[config.mk]
export PLATFORM = sky130hd
export DESIGN_NAME = chunked_body_decoder_flat
export DESIGN_NICKNAME = d
export VERILOG_FILES = /design/src/sv/cbd_pkg.sv /design/src/sv/cbd_in_if.sv /design/src/sv/cbd_out_if.sv /design/src/sv/cbd_cfg_if.sv /design/src/sv/chunked_body_decoder.sv /design/src/flat_wrapper.sv
export SDC_FILE = /design/constraint.sdc
export NUM_CORES = 1
export LEC_CHECK = 0
export BUFFER_PORTS_ARGS = -buffer_cell sky130_fd_sc_hd__buf_2
export CORE_MARGIN = 2
export CORE_UTILIZATION = 30
export DETAILED_ROUTE_END_ITERATION = 16
export PLACE_DENSITY_LB_ADDON = 0.1
export SYNTH_ARGS = -nofsm -noshare
export SYNTH_HDL_FRONTEND = slang
export SYNTH_SLANG_ARGS = --single-unit
[constraint.sdc]
create_clock -name clk -period 3.2 [get_ports clk]
set_input_delay 0.32 -clock clk [delete_from_list [all_inputs] [get_ports clk]]
set_output_delay 0.32 -clock clk [all_outputs]
set_load 0.1 [all_outputs]
[src/sv/cbd_pkg.sv]
// package: constants, phase and status types, hex decode for the chunked body decoder
package cbd_pkg;

  localparam int SIZE_BITS = 32;

  localparam logic [7:0] CH_CR    = 8'h0d;
  localparam logic [7:0] CH_LF    = 8'h0a;
  localparam logic [7:0] CH_SEMI  = 8'h3b;
  localparam logic [7:0] CH_SPACE = 8'h20;
  localparam logic [7:0] CH_TAB   = 8'h09;

  typedef enum logic [3:0] {
    PH_SIZE,
    PH_SIZE_CR,
    PH_EXT,
    PH_EXT_CR,
    PH_DATA,
    PH_DATA_CR,
    PH_DATA_LF,
    PH_END,
    PH_ERR
  } phase_t;

  typedef enum logic [2:0] {
    ST_OK,
    ST_BAD_SIZE,
    ST_NO_CRLF_SIZE,
    ST_DATA_SHORT,
    ST_NO_CRLF_DATA,
    ST_NO_TERM
  } status_t;

  typedef logic [SIZE_BITS-1:0] size_t;

  // {is_hex, value}
  function automatic logic [4:0] hex_decode(input logic [7:0] c);
    logic [4:0] r;
    r = 5'd0;
    if (c >= 8'h30 && c <= 8'h39) begin
      r = {1'b1, c[3:0]};
    end else if ((c >= 8'h61 && c <= 8'h66) || (c >= 8'h41 && c <= 8'h46)) begin
      r = {1'b1, c[3:0] + 4'd9};
    end
    return r;
  endfunction

endpackage

[src/sv/cbd_in_if.sv]
// interface: input byte channel
interface cbd_in_if;
  logic       valid;
  logic       ready;
  logic [7:0] in_byte;
  logic       last;

  modport source (output valid, output in_byte, output last, input ready);
  modport sink   (input valid, input in_byte, input last, output ready);
endinterface

[src/sv/cbd_out_if.sv]
// interface: decoded result channel
interface cbd_out_if;
  logic       valid;
  logic       ready;
  logic [7:0] data_byte;
  logic       data_valid;
  logic       done_res;
  logic [2:0] status;

  modport source (output valid, output data_byte, output data_valid, output done_res,
                  output status, input ready);
  modport sink   (input valid, input data_byte, input data_valid, input done_res,
                  input status, output ready);
endinterface

[src/sv/cbd_cfg_if.sv]
// interface: configuration write channel for the chunked_mode register
interface cbd_cfg_if;
  logic valid;
  logic ready;
  logic chunked_mode;

  modport source (output valid, output chunked_mode, input ready);
  modport sink   (input valid, input chunked_mode, output ready);
endinterface

[src/sv/chunked_body_decoder.sv]
// Chunked transfer-coding body decoder, one byte per clock unless stalled.
//
// in_ch carries body bytes with a last flag; out_ch carries results:
// a payload byte (data_valid) and/or, for the last byte, done_res with a
// status code. Bytes of size lines, extensions, CRLFs and trailers make no
// result unless they are the last byte. cfg writes chunked_mode at any
// transaction (ready is always high); 0 passes every byte through.
// A byte is registered in the input register and decoded there; its
// result enters the output register as the byte moves on, which it does
// when out_ch is free or the byte makes no result.
// Throughput: one byte per clock unless a result waits on a stalled
// out_ch, set by the single decode step between the two registers; the
// parse state updates as a byte leaves, so the next byte follows at once.
// Reset: chunked_mode is 1, the parser waits for a size line, both
// registers are empty. After the last byte the parse state returns to
// that start point. When out_ch stalls with a result held, the input
// register keeps one more byte and then in_ch.ready drops; bytes that
// make no result still drain while the output is stalled.
module chunked_body_decoder (
  input  logic clk,
  input  logic rst,
  cbd_in_if.sink    in_ch,
  cbd_out_if.source out_ch,
  cbd_cfg_if.sink   cfg
);
  import cbd_pkg::*;

  logic       chunked_mode;

  logic       s1_valid;
  logic [7:0] s1_byte;
  logic       s1_last;
  logic       s1_go;

  phase_t     phase, phase_step, phase_next;
  size_t      size, size_step, size_next;
  logic       digit_seen, digit_step, digit_seen_next;
  logic       bad_pend, bad_step, bad_pend_next;
  status_t    error_code, err_step, error_code_next;

  logic       res_data;
  status_t    res_status;
  logic       has_res;
  logic       out_free;
  logic [4:0] hex;
  size_t      size_dec;

  logic       out_valid;
  logic [7:0] out_byte;
  logic       out_dvalid;
  logic       out_done;
  status_t    out_status;

  assign cfg.ready = 1'b1;

  always_ff @(posedge clk) begin
    if (rst) begin
      chunked_mode <= 1'b1;
    end else if (cfg.valid) begin
      chunked_mode <= cfg.chunked_mode;
    end
  end

  // input register
  assign out_free    = !out_valid || out_ch.ready;
  assign has_res     = res_data || s1_last;
  assign s1_go       = s1_valid && (!has_res || out_free);
  assign in_ch.ready = !s1_valid || s1_go;

  always_ff @(posedge clk) begin
    if (rst) begin
      s1_valid <= 1'b0;
    end else if (in_ch.ready) begin
      s1_valid <= in_ch.valid;
    end
  end

  always_ff @(posedge clk) begin
    if (in_ch.valid && in_ch.ready) begin
      s1_byte <= in_ch.in_byte;
      s1_last <= in_ch.last;
    end
  end

  assign hex      = hex_decode(s1_byte);
  assign size_dec = size - size_t'(1);

  // parse step for one byte
  always_comb begin
    phase_step = phase;
    size_step  = size;
    digit_step = digit_seen;
    bad_step   = bad_pend;
    err_step   = error_code;
    if (chunked_mode) begin
      unique case (phase)
        PH_SIZE: begin
          if (hex[4]) begin
            if (!bad_pend) begin
              if (size[SIZE_BITS-1 -: 4] != 4'd0) begin
                bad_step = 1'b1;
              end else begin
                size_step = {size[SIZE_BITS-5:0], hex[3:0]};
              end
            end
            digit_step = 1'b1;
          end else if (s1_byte == CH_SPACE || s1_byte == CH_TAB) begin
            if (digit_seen) bad_step = 1'b1;
          end else if (s1_byte == CH_SEMI) begin
            phase_step = PH_EXT;
          end else if (s1_byte == CH_CR) begin
            phase_step = PH_SIZE_CR;
          end else begin
            bad_step = 1'b1;
          end
        end
        PH_SIZE_CR, PH_EXT_CR: begin
          if (s1_byte == CH_LF) begin
            // end of size line
            if (bad_pend || !digit_seen) begin
              phase_step = PH_ERR;
              err_step   = ST_BAD_SIZE;
            end else if (size == '0) begin
              phase_step = PH_END;
            end else begin
              phase_step = PH_DATA;
            end
            digit_step = 1'b0;
            bad_step   = 1'b0;
          end else if (phase == PH_SIZE_CR) begin
            bad_step = 1'b1;
            if (s1_byte != CH_CR) phase_step = PH_SIZE;
          end else if (s1_byte != CH_CR) begin
            phase_step = PH_EXT;
          end
        end
        PH_EXT: begin
          if (s1_byte == CH_CR) phase_step = PH_EXT_CR;
        end
        PH_DATA: begin
          size_step = size_dec;
          if (size_dec == '0) phase_step = PH_DATA_CR;
        end
        PH_DATA_CR: begin
          if (s1_byte == CH_CR) begin
            phase_step = PH_DATA_LF;
          end else begin
            phase_step = PH_ERR;
            err_step   = ST_NO_CRLF_DATA;
          end
        end
        PH_DATA_LF: begin
          if (s1_byte == CH_LF) begin
            phase_step = PH_SIZE;
            size_step  = '0;
            digit_step = 1'b0;
            bad_step   = 1'b0;
          end else begin
            phase_step = PH_ERR;
            err_step   = ST_NO_CRLF_DATA;
          end
        end
        PH_END, PH_ERR: begin
        end
        default: begin
        end
      endcase
    end
  end

  // final next state: last byte returns the parser to its start
  always_comb begin
    if (s1_last) begin
      phase_next      = PH_SIZE;
      size_next       = '0;
      digit_seen_next = 1'b0;
      bad_pend_next   = 1'b0;
      error_code_next = ST_OK;
    end else begin
      phase_next      = phase_step;
      size_next       = size_step;
      digit_seen_next = digit_step;
      bad_pend_next   = bad_step;
      error_code_next = err_step;
    end
  end

  // result of this byte
  always_comb begin
    res_data   = !chunked_mode || phase == PH_DATA;
    res_status = ST_OK;
    if (chunked_mode && s1_last) begin
      unique case (phase_step)
        PH_ERR:                 res_status = err_step;
        PH_END:                 res_status = ST_OK;
        PH_DATA:                res_status = ST_DATA_SHORT;
        PH_DATA_CR, PH_DATA_LF: res_status = ST_NO_CRLF_DATA;
        PH_SIZE:                res_status = (phase == PH_DATA_LF) ? ST_NO_TERM
                                                                    : ST_NO_CRLF_SIZE;
        default:                res_status = ST_NO_CRLF_SIZE;
      endcase
    end
  end

  always_ff @(posedge clk) begin
    if (rst) begin
      phase      <= PH_SIZE;
      size       <= '0;
      digit_seen <= 1'b0;
      bad_pend   <= 1'b0;
      error_code <= ST_OK;
    end else if (s1_go) begin
      phase      <= phase_next;
      size       <= size_next;
      digit_seen <= digit_seen_next;
      bad_pend   <= bad_pend_next;
      error_code <= error_code_next;
    end
  end

  // output register
  always_ff @(posedge clk) begin
    if (rst) begin
      out_valid <= 1'b0;
    end else if (s1_go && has_res) begin
      out_valid <= 1'b1;
    end else if (out_ch.ready) begin
      out_valid <= 1'b0;
    end
  end

  always_ff @(posedge clk) begin
    if (s1_go && has_res) begin
      out_byte   <= res_data ? s1_byte : 8'd0;
      out_dvalid <= res_data;
      out_done   <= s1_last;
      out_status <= res_status;
    end
  end

  assign out_ch.valid      = out_valid;
  assign out_ch.data_byte  = out_byte;
  assign out_ch.data_valid = out_dvalid;
  assign out_ch.done_res   = out_done;
  assign out_ch.status     = out_status;

  a_res_has_content: assert property (@(posedge clk) disable iff (rst)
    out_ch.valid |-> (out_ch.data_valid || out_ch.done_res))
    else $error("result transaction with neither data nor done");

  a_err_code_set: assert property (@(posedge clk) disable iff (rst)
    phase == PH_ERR |-> error_code != ST_OK)
    else $error("error phase without an error code");

  a_last_clears: assert property (@(posedge clk) disable iff (rst)
    (s1_go && s1_last) |=> (phase == PH_SIZE && size == '0))
    else $error("parse state not cleared after last byte");

  a_data_nonzero: assert property (@(posedge clk) disable iff (rst)
    phase == PH_DATA |-> size != '0)
    else $error("data phase with zero remaining count");

endmodule
[src/flat_wrapper.sv]
// flat-port wrapper written by rule: the top's interface ports become plain ports
module chunked_body_decoder_flat import cbd_pkg::*;
  (clk, rst, in_ch_valid, in_ch_in_byte, in_ch_last, in_ch_ready, out_ch_valid, out_ch_data_byte, out_ch_data_valid, out_ch_done_res, out_ch_status, out_ch_ready, cfg_valid, cfg_chunked_mode, cfg_ready);
  cbd_in_if in_ch_i ();
  cbd_out_if out_ch_i ();
  cbd_cfg_if cfg_i ();
  input  logic clk;
  input  logic rst;
  input wire logic [$bits(in_ch_i.valid)-1:0] in_ch_valid;
  input wire logic [$bits(in_ch_i.in_byte)-1:0] in_ch_in_byte;
  input wire logic [$bits(in_ch_i.last)-1:0] in_ch_last;
  output wire logic [$bits(in_ch_i.ready)-1:0] in_ch_ready;
  output wire logic [$bits(out_ch_i.valid)-1:0] out_ch_valid;
  output wire logic [$bits(out_ch_i.data_byte)-1:0] out_ch_data_byte;
  output wire logic [$bits(out_ch_i.data_valid)-1:0] out_ch_data_valid;
  output wire logic [$bits(out_ch_i.done_res)-1:0] out_ch_done_res;
  output wire logic [$bits(out_ch_i.status)-1:0] out_ch_status;
  input wire logic [$bits(out_ch_i.ready)-1:0] out_ch_ready;
  input wire logic [$bits(cfg_i.valid)-1:0] cfg_valid;
  input wire logic [$bits(cfg_i.chunked_mode)-1:0] cfg_chunked_mode;
  output wire logic [$bits(cfg_i.ready)-1:0] cfg_ready;
  assign in_ch_i.valid = in_ch_valid;
  assign in_ch_i.in_byte = in_ch_in_byte;
  assign in_ch_i.last = in_ch_last;
  assign in_ch_ready = in_ch_i.ready;
  assign out_ch_valid = out_ch_i.valid;
  assign out_ch_data_byte = out_ch_i.data_byte;
  assign out_ch_data_valid = out_ch_i.data_valid;
  assign out_ch_done_res = out_ch_i.done_res;
  assign out_ch_status = out_ch_i.status;
  assign out_ch_i.ready = out_ch_ready;
  assign cfg_i.valid = cfg_valid;
  assign cfg_i.chunked_mode = cfg_chunked_mode;
  assign cfg_ready = cfg_i.ready;
  chunked_body_decoder u_core (.clk(clk), .rst(rst), .in_ch(in_ch_i), .out_ch(out_ch_i), .cfg(cfg_i));
endmodule
==> results of run 1 <==
==> state kept, by name, indices dropped and copies added, names as in the netlist, 3 cells and up <==
signal / count
u_core.size: 32
u_core.out_ch.data_byte: 8
u_core.s1_byte: 8
u_core.phase: 4
u_core.error_code: 3
u_core.out_ch.status: 3
==> area by class of cell <==
| type | instances | share of cell area [%] |
|---|---|---|
| Multi-Input combinational cell | 420 | 49.3 |
| Sequential cell | 66 | 30.0 |
| Timing Repair Buffer | 69 | 8.91 |
| Clock buffer | 9 | 4.38 |
| Tap cell | 180 | 4.38 |
| Clock inverter | 7 | 1.83 |
| Inverter | 17 | 1.24 |
==> placed cells by master, fill, tap and decap left out, types with 3 or more instances in the layout <==
cell type  Yosys  routed
o21ai_0       21      21
nand3b_1       4       4
buf_4          1      39
nor3_1        45      45
o31ai_1        4       3
or3_1         12      12
buf_2          2      29
nand3_1        7       7
nand2_1       38      38
nor2_1        66      66
nor2b_1        7       7
a211o_1        6       6
nor4_1        15      13
a22oi_1       25      25
xnor2_1       14      14
and2_1         8       8
dfxtp_1       44      44
inv_1         17      17
xor2_1        11      11
or4_1          5       5
nand2b_1       7       7
ha_1           6       6
edfxtp_1      22      22
a21oi_1       60      60
a211oi_1       4       4
nor3b_1        6       6
o2111ai_1      3       3
clkbuf_16      0       9
o22ai_1        3       3
==> routing by layer <==
metal	track usage (%)	vias up	share of wire (%)
li1	-	2066	-
met1	25.1	1955	49
met2	26.1	105	44
met3	4.12	14	4.8
met4	5.26	0	1.5
met5	0	-	0
==> cell families (layout without fill, tap and decap cells) <==
logic type | after synthesis | after routing | synth area share (%)
AOI/OAI and AO/OA | 149 | 149 | 22.7
xor gates and xnor gates | 25 | 25 | 5.08
adders and majority gates | 6 | 6 | 1.74
buffers and inverters | 63 | 102 | 5.81
DFF | 66 | 66 | 35.8
muxes | 2 | 2 | 0.523
other | 1 | 1 | 0.0870
and+or+nand+nor | 237 | 237 | 28.3
==> power by group through the flow <==
stage          logic (mW)  registers [mW]  clock network (mW)
2_1_floorplan      0.0994           0.951                   0
3_3_place_gp        0.191           0.915                   0
3_5_place_dp        0.191           0.916                   0
4_1_cts             0.192           0.898                1.11
5_1_grt             0.209           0.899                1.15
6_report            0.192           0.897                1.09
==> stage by stage <==
stage	util [%]	setup slack [ns]	area, um^2	total power, mW
CTS	36.7	0.144	5120	2.20
finish	36.9	0.219	5140	2.18
floorplan	-	0.245	4310	1.05
detailed placement	34.4	0.169	4800	1.11
global route	36.9	0.0168	5140	2.25
global placement	34.4	0.185	4800	1.11
==> what timing repair did <==
action,4_1_cts,5_1_grt
hold buffers,0,0
setup endpoints to repair,0,9
buffers inserted,0,1
gates resized for setup,0,3
==> worst paths after layout <==
path | cells past startpoint | startpoint | slack [ns] | end
setup / recovery | 11 | u_core.s1_byte[0] | 0.22 | u_core.size[5]
hold / removal | 1 | in_ch_in_byte[1] | 0.15 | u_core.s1_byte[1]
setup reg to reg | 11 | u_core.s1_byte[0] | 0.22 | u_core.size[5]
hold reg to reg | 2 | u_core.error_code[1] | 0.45 | u_core.error_code[1]
==> worst register-to-register path, stage by stage (launching register included) <==
cell      delay [ns]
edfxtp_1        0.41
buf_4           0.17
ha_1            0.23
o21ba_2         0.23
o21a_1          0.21
a211o_1         0.35
a41oi_1         0.28
or2_2           0.39
buf_4           0.28
nor3_1          0.08
a21oi_1         0.17
nor2_1          0.05
==> results by group, run 1 <==
Die
  • Core box area: 0.0139 mm^2
  • Io pins: 31
  • Die area: 0.0153 mm^2
  • FP Rows: 43
  • Initial Util: 30.9%
  • Die width: 124 um
  • Die height: approximately 120 um

Critical path
  • Crit path required time: 3.42 ns
  • Crit path launch type: flip-flop
  • CP max FO: 17
  • Most numerous cell on the critical path: buf_4
  • CP Data Arrival Time: 3.20 ns
  • Worst Setup End Kind: flip-flop
  • CP Buf/Inv Count: 2
  • Setup CP Type: reg2reg
  • Slowest Stage Delay on Critical Path: 0.41 ns
  • Critical path, cell by cell: buf_4 -> ha_1 -> o21ba_2 -> o21a_1 -> a211o_1 -> a41oi_1 -> or2_2 -> buf_4 -> nor3_1 -> a21oi_1 -> nor2_1
  • Cell family with most CP delay: compound AO/OA/AOI/OAI gates
  • CP max-delay cell: edfxtp_1

Final layout
  • Area Growth Syn to Fin: 19.3%
  • Multi-input logic area: 0.00253 mm^2
  • Net count reported at finish: between 600 and 700
  • Non-filler instance count after layout: between 700 and 800
  • Layout cells sized above 1: approximately 17%
  • Sequential Area: 0.00154 mm^2
  • Ant diodes: 0
  • Fill cell count: 1,465

Route
  • Wire per inst: 16.5 um
  • Drt pass-1 iters: 5
  • Via density: 5.39
  • Final WL: about 13,000 um
  • DR vias: 4,140
  • Final ANT Viol Nets: 0
  • Initial DRC Count: 245
  • DRC viols: 0

Clock network
  • CTS sink cnt: 66
  • Cts bufs inserted: 9
  • CTS H-tree depth: 3
  • Clk Latency, worst-skew pair: 0.35 ns
  • Clock-pin slew on the worst setup and hold paths: ~0.060 ns
  • CTS Root Cell: clkbuf_16
  • Max clock buf depth: 2
  • CTS tree: yes

Timing
  • RSZ-0062 raised after global routing: no
  • Final hold violation count: 0
  • # setup viols final: 0
  • Max_slew headroom: between 40% and 50%
  • Slew @ Worst Pin: 0.880 ns
  • Max Fclk: 0.335 GHz
  • Setup_tns: 0 ns
  • Min Tclk post-route: roughly 3.0 ns
  • WHS: 0.145 ns
  • Final setup skew: 0.00941 ns
  • Period utilization: between 90% and 100%
  • Max-slew violations: 0

Power
  • Pint: 1.62 mW
  • Switching Share: approximately 26%
  • Net switching power: 0.559 mW
  • Clock power share: 50.0%
  • Leak pwr: approximately 1.9 nW
  • PD cells: 423 mW/mm^2
  • Gate power share: 8.8%
  • Peak supply drop: 0.000225 V
  • Seq pwr share: 41.2%

Global routing
  • Initial antenna violation count: 0
  • First-pass GRT wire length: 20,700 um
  • Vias in the first global route: ~4,000
  • Largest net degree at the start of global routing: 42
  • Gr usage total: 17.6%
  • GRT overflow: 0

Placed design
  • Port Buf Inserts: 29
  • Final GP Congestion: ~0.91
  • Hpwl dp: about 9100 um
  • Cells after DPL: ~750

Synthesis
  • Mapped Cells: 549
  • Main area contributors after synthesis: dfxtp_1, edfxtp_1, a21oi_1
  • Yosys top cell by area: dfxtp_1
  • Most numerous cell in the Yosys netlist: nor2_1
  • Synth Net Count: 570
  • Synth top cells by count: nor2_1, a21oi_1, nor3_1
  • Synth top area share: 20.4%
  • Yosys cell types: 64
  • Async set or reset register ratio after synthesis: 0%
  • Yosys warns: 0
  • Synthesized area: 0.00431 mm^2
  • Seq/Total Area, Yosys: approximately 36%
  • Average size of a mapped cell: ~8 um^2
  • Synthesis-stage register bit count: 66
  • Dominant synthesized flop cell: dfxtp_1
  • Number of synthesized flops with an enable pin: 22

Run
  • Max_cap viols: 0

Run status
  • Status: completed

Worst hold path
  • Min-Delay Path Class: in2reg
No activity file was read; power rests on OpenSTA's default activity.
==> inputs of run 2 (changes only) <==
--- a/config.mk
+++ b/config.mk
@@ -9,7 +9,7 @@
 export CORE_MARGIN = 2
 export CORE_UTILIZATION = 30
 export DETAILED_ROUTE_END_ITERATION = 16
-export PLACE_DENSITY_LB_ADDON = 0.1
+export PLACE_DENSITY_LB_ADDON = 0.15
 export SYNTH_ARGS = -nofsm -noshare
 export SYNTH_HDL_FRONTEND = slang
 export SYNTH_SLANG_ARGS = --single-unit
==> constraint.sdc (replaced) <==
create_clock -name clk -period 3.2 [get_ports clk]
set_input_delay 0.32 -clock clk [delete_from_list [all_inputs] [get_ports clk]]
set_output_delay 0.32 -clock clk [all_outputs]
set_load 0.05 [all_outputs]
==> results by group, run 2 (same netlist as run 1, synthesis figures left out) <==
Clock network
  • Cts bufs inserted: 9 (unchanged)
  • CTS H-tree depth: 3 (unchanged)
  • Post-CTS setup buffer count: 0 (unchanged)
  • CTS tree: yes
  • Clk Latency, worst-skew pair: 0.34 ns (about the same)
  • CTS Root Cell: clkbuf_16
  • Max clock buf depth: 2 (unchanged)
  • CTS sink cnt: 66 (unchanged)
  • PostCTS Resize Cnt: 0 (unchanged)
  • Clock-pin slew on the worst setup and hold paths: 0.05 ns (about the same)
  • Hold buffers post-CTS: 0 (unchanged)

Placed design
  • Cells after DPL: 748 (-0.40%)
  • Final GP Congestion: 0.856 (-6.5%)
  • Hpwl dp: 8680 um (-4.4%)
  • Port Buf Inserts: 29 (unchanged)

Global routing
  • First-pass GRT wire length: 20,200 um (-2.5%)
  • Vias in the first global route: 3,897 (-0.43%)
  • Met3 usage: 3.89% (-0.23 points)
  • GRT overflow: 0 (unchanged)
  • Gr usage total: 17.0% (-0.53 points)
  • Met1 usage: 24.3% (-0.89 points)
  • Largest net degree at the start of global routing: 46 (+9.5%)
  • GR peak layer: met2
  • Initial antenna violation count: 0 (unchanged)
  • Met2 Track Usage GR: 24.9% (-1.2 points)

Final layout
  • Fill cell count: 1,423 (-2.9%)
  • Non-filler instance count after layout: 764 (-0.52%)
  • Commonest non-fill, non-tap cells in the layout: nor2_1, a21oi_1, nor3_1, dfxtp_1, nand2_1
  • Net count reported at finish: 600 (-0.66%)
  • Ant diodes: 0 (unchanged)
  • Largest register by flop count: u_core.size
  • Area Growth Syn to Fin: 18.9%
  • Multi-input logic area: 0.00252 mm^2 (-0.44%)
  • Max reg flops: 32 (unchanged)
  • Most common cell after layout, fill and taps aside: nor2_1
  • Layout cells sized above 1: 15.9% (-1.1 points)
  • Sequential Area: 0.00154 mm^2 (unchanged)

Timing
  • Max_slew headroom: 40.2% (-1.2 points)
  • # setup viols final: 0 (unchanged)
  • Period utilization: 92.7% (-0.49 points)
  • Final hold violation count: 0 (unchanged)
  • Slew @ Worst Pin: 0.897 ns (+0.0173 ns)
  • Final setup skew: 0.00305 ns (-0.00636 ns)
  • Max-slew violations: 0 (unchanged)
  • RSZ-0062 raised after global routing: no
  • Max Fclk: 0.337 GHz (+0.53%)
  • Setup_tns: 0 ns (unchanged)
  • Min Tclk post-route: 2.97 ns (-0.0157 ns)

Power
  • Pint: 1.71 mW (+5.7%)
  • Seq pwr share: 40.9% (-0.3 points)
  • Switching Share: 22.1% (-3.5 points)
  • Gate power share: 7.3% (-1.5 points)
  • Peak supply drop: 0.000213 V (-5.2%)
  • Clock power share: 51.8% (+1.8 points)
  • Leak pwr: 1.92 nW (about the same)
  • Net switching power: 0.486 mW (-13%)
  • PD cells: 429 mW/mm^2 (+1.2%)

Critical path
  • Crit Reg-Reg Endpoint: u_core.out_ch.status[1]
  • Cells on worst reg2reg path: 11 (unchanged)
  • Reg-to-reg setup timing slack: 0.23 ns (+0.02 ns)
  • CP startpoint: u_core.size[1]
  • R2r startpoint: u_core.size[1]
  • Worst setup path endpoint: u_core.out_ch.status[1]
  • Worst Setup End Kind: flip-flop
  • CP max FO: 10 (-7)
  • Crit path launch type: flip-flop
  • CP Data Arrival Time: 3.05 ns (-0.15 ns)
  • Crit path required time: 3.29 ns (-0.13 ns)
  • Setup CP Type: reg2reg

Die
  • Io pins: 31 (unchanged)
  • FP Rows: 43 (unchanged)
  • Core box area: 0.0139 mm^2 (unchanged)
  • Initial Util: 30.9% (unchanged)
  • Die height: 124 um (unchanged)
  • Die area: 0.0153 mm^2 (unchanged)
  • Die width: 124 um (unchanged)

Route
  • Initial DRC Count: 237 (-3.3%)
  • DRC viols: 0 (unchanged)
  • Final ANT Viol Nets: 0 (unchanged)
  • DR vias: 4,112 (-0.68%)
  • Via density: 5.38 (-0.16%)
  • Wire per inst: 15.9 um (-3.7%)
  • Drt pass-1 iters: 4 (-1)
  • Final WL: 12,200 um (-4.2%)

Worst hold path
  • Hold Startpoint: in_ch_in_byte[5]
  • Min-Delay Path Class: in2reg

Run status
  • Status: completed

Run
  • Max_cap viols: 0 (unchanged)
-- run 2: per-layer routing --
metal,up-vias,part of all wire (%)
met1,1939,51
met5,-,0
met3,15,4.7
li1,2066,-
met2,92,43
met4,0,1.8
-- run 2: worst min path at each step --
| stage | to | slack (ns) | cells after the start |
|---|---|---|---|
| global placement | u_core.error_code[1] | 0.45 | 2 |
| floorplan | u_core.s1_byte[0] | 0.42 | 0 |
| finish | u_core.s1_byte[5] | 0.15 | 1 |
| detailed placement | u_core.error_code[1] | 0.46 | 2 |
| global route | u_core.s1_byte[7] | 0.14 | 1 |
| CTS | u_core.s1_byte[7] | 0.13 | 1 |
-- run 2: power by group through the flow --
stage | clock [mW] | sequential, mW | combinational (mW)
after floorplan | 0 | 0.930 | 0.0965
after global placement | 0 | 0.916 | 0.160
after detailed placement | 0 | 0.917 | 0.160
after CTS | 1.18 | 0.899 | 0.161
after global routing | 1.21 | 0.901 | 0.176
final | 1.14 | 0.899 | 0.160
-- run 2: final cells by class --
| cell class | instances | share of cell area (%) |
|---|---|---|
| well taps | 180 | 4.40 |
| inverters | 17 | 1.25 |
| clock buffers | 10 | 4.66 |
| repair buffers | 65 | 8.35 |
| flip-flops and latches | 66 | 30.1 |
| clock inverters | 6 | 2.03 |
| multi-input cells | 420 | 49.2 |
-- run 2: critical path, cell delays in order, from the launching register on --
cell and delay [ns]:
dfxtp_1 0.31, inv_1 0.07, ha_1 0.24, nor3b_2 0.24
nand4_1 0.18, buf_4 0.23, nor4_1 0.28, xor2_1 0.25
nor4_1 0.09, and4_4 0.22, or2_2 0.29, o311a_1 0.33
-- run 2: stage by stage --
step | hold slack (ns) | power (mW) | area [um^2] | util (%) | setup slack, ns
final | 0.152 | 2.20 | 5120 | 36.8 | 0.235
after global routing | 0.137 | 2.28 | 5120 | 36.8 | 0.0174
after CTS | 0.132 | 2.24 | 5120 | 36.7 | 0.168
after detailed placement | 0.459 | 1.08 | 4770 | 34.3 | 0.205
after global placement | 0.453 | 1.08 | 4770 | 34.3 | 0.257
after floorplan | 0.419 | 1.03 | 4310 | - | 0.245
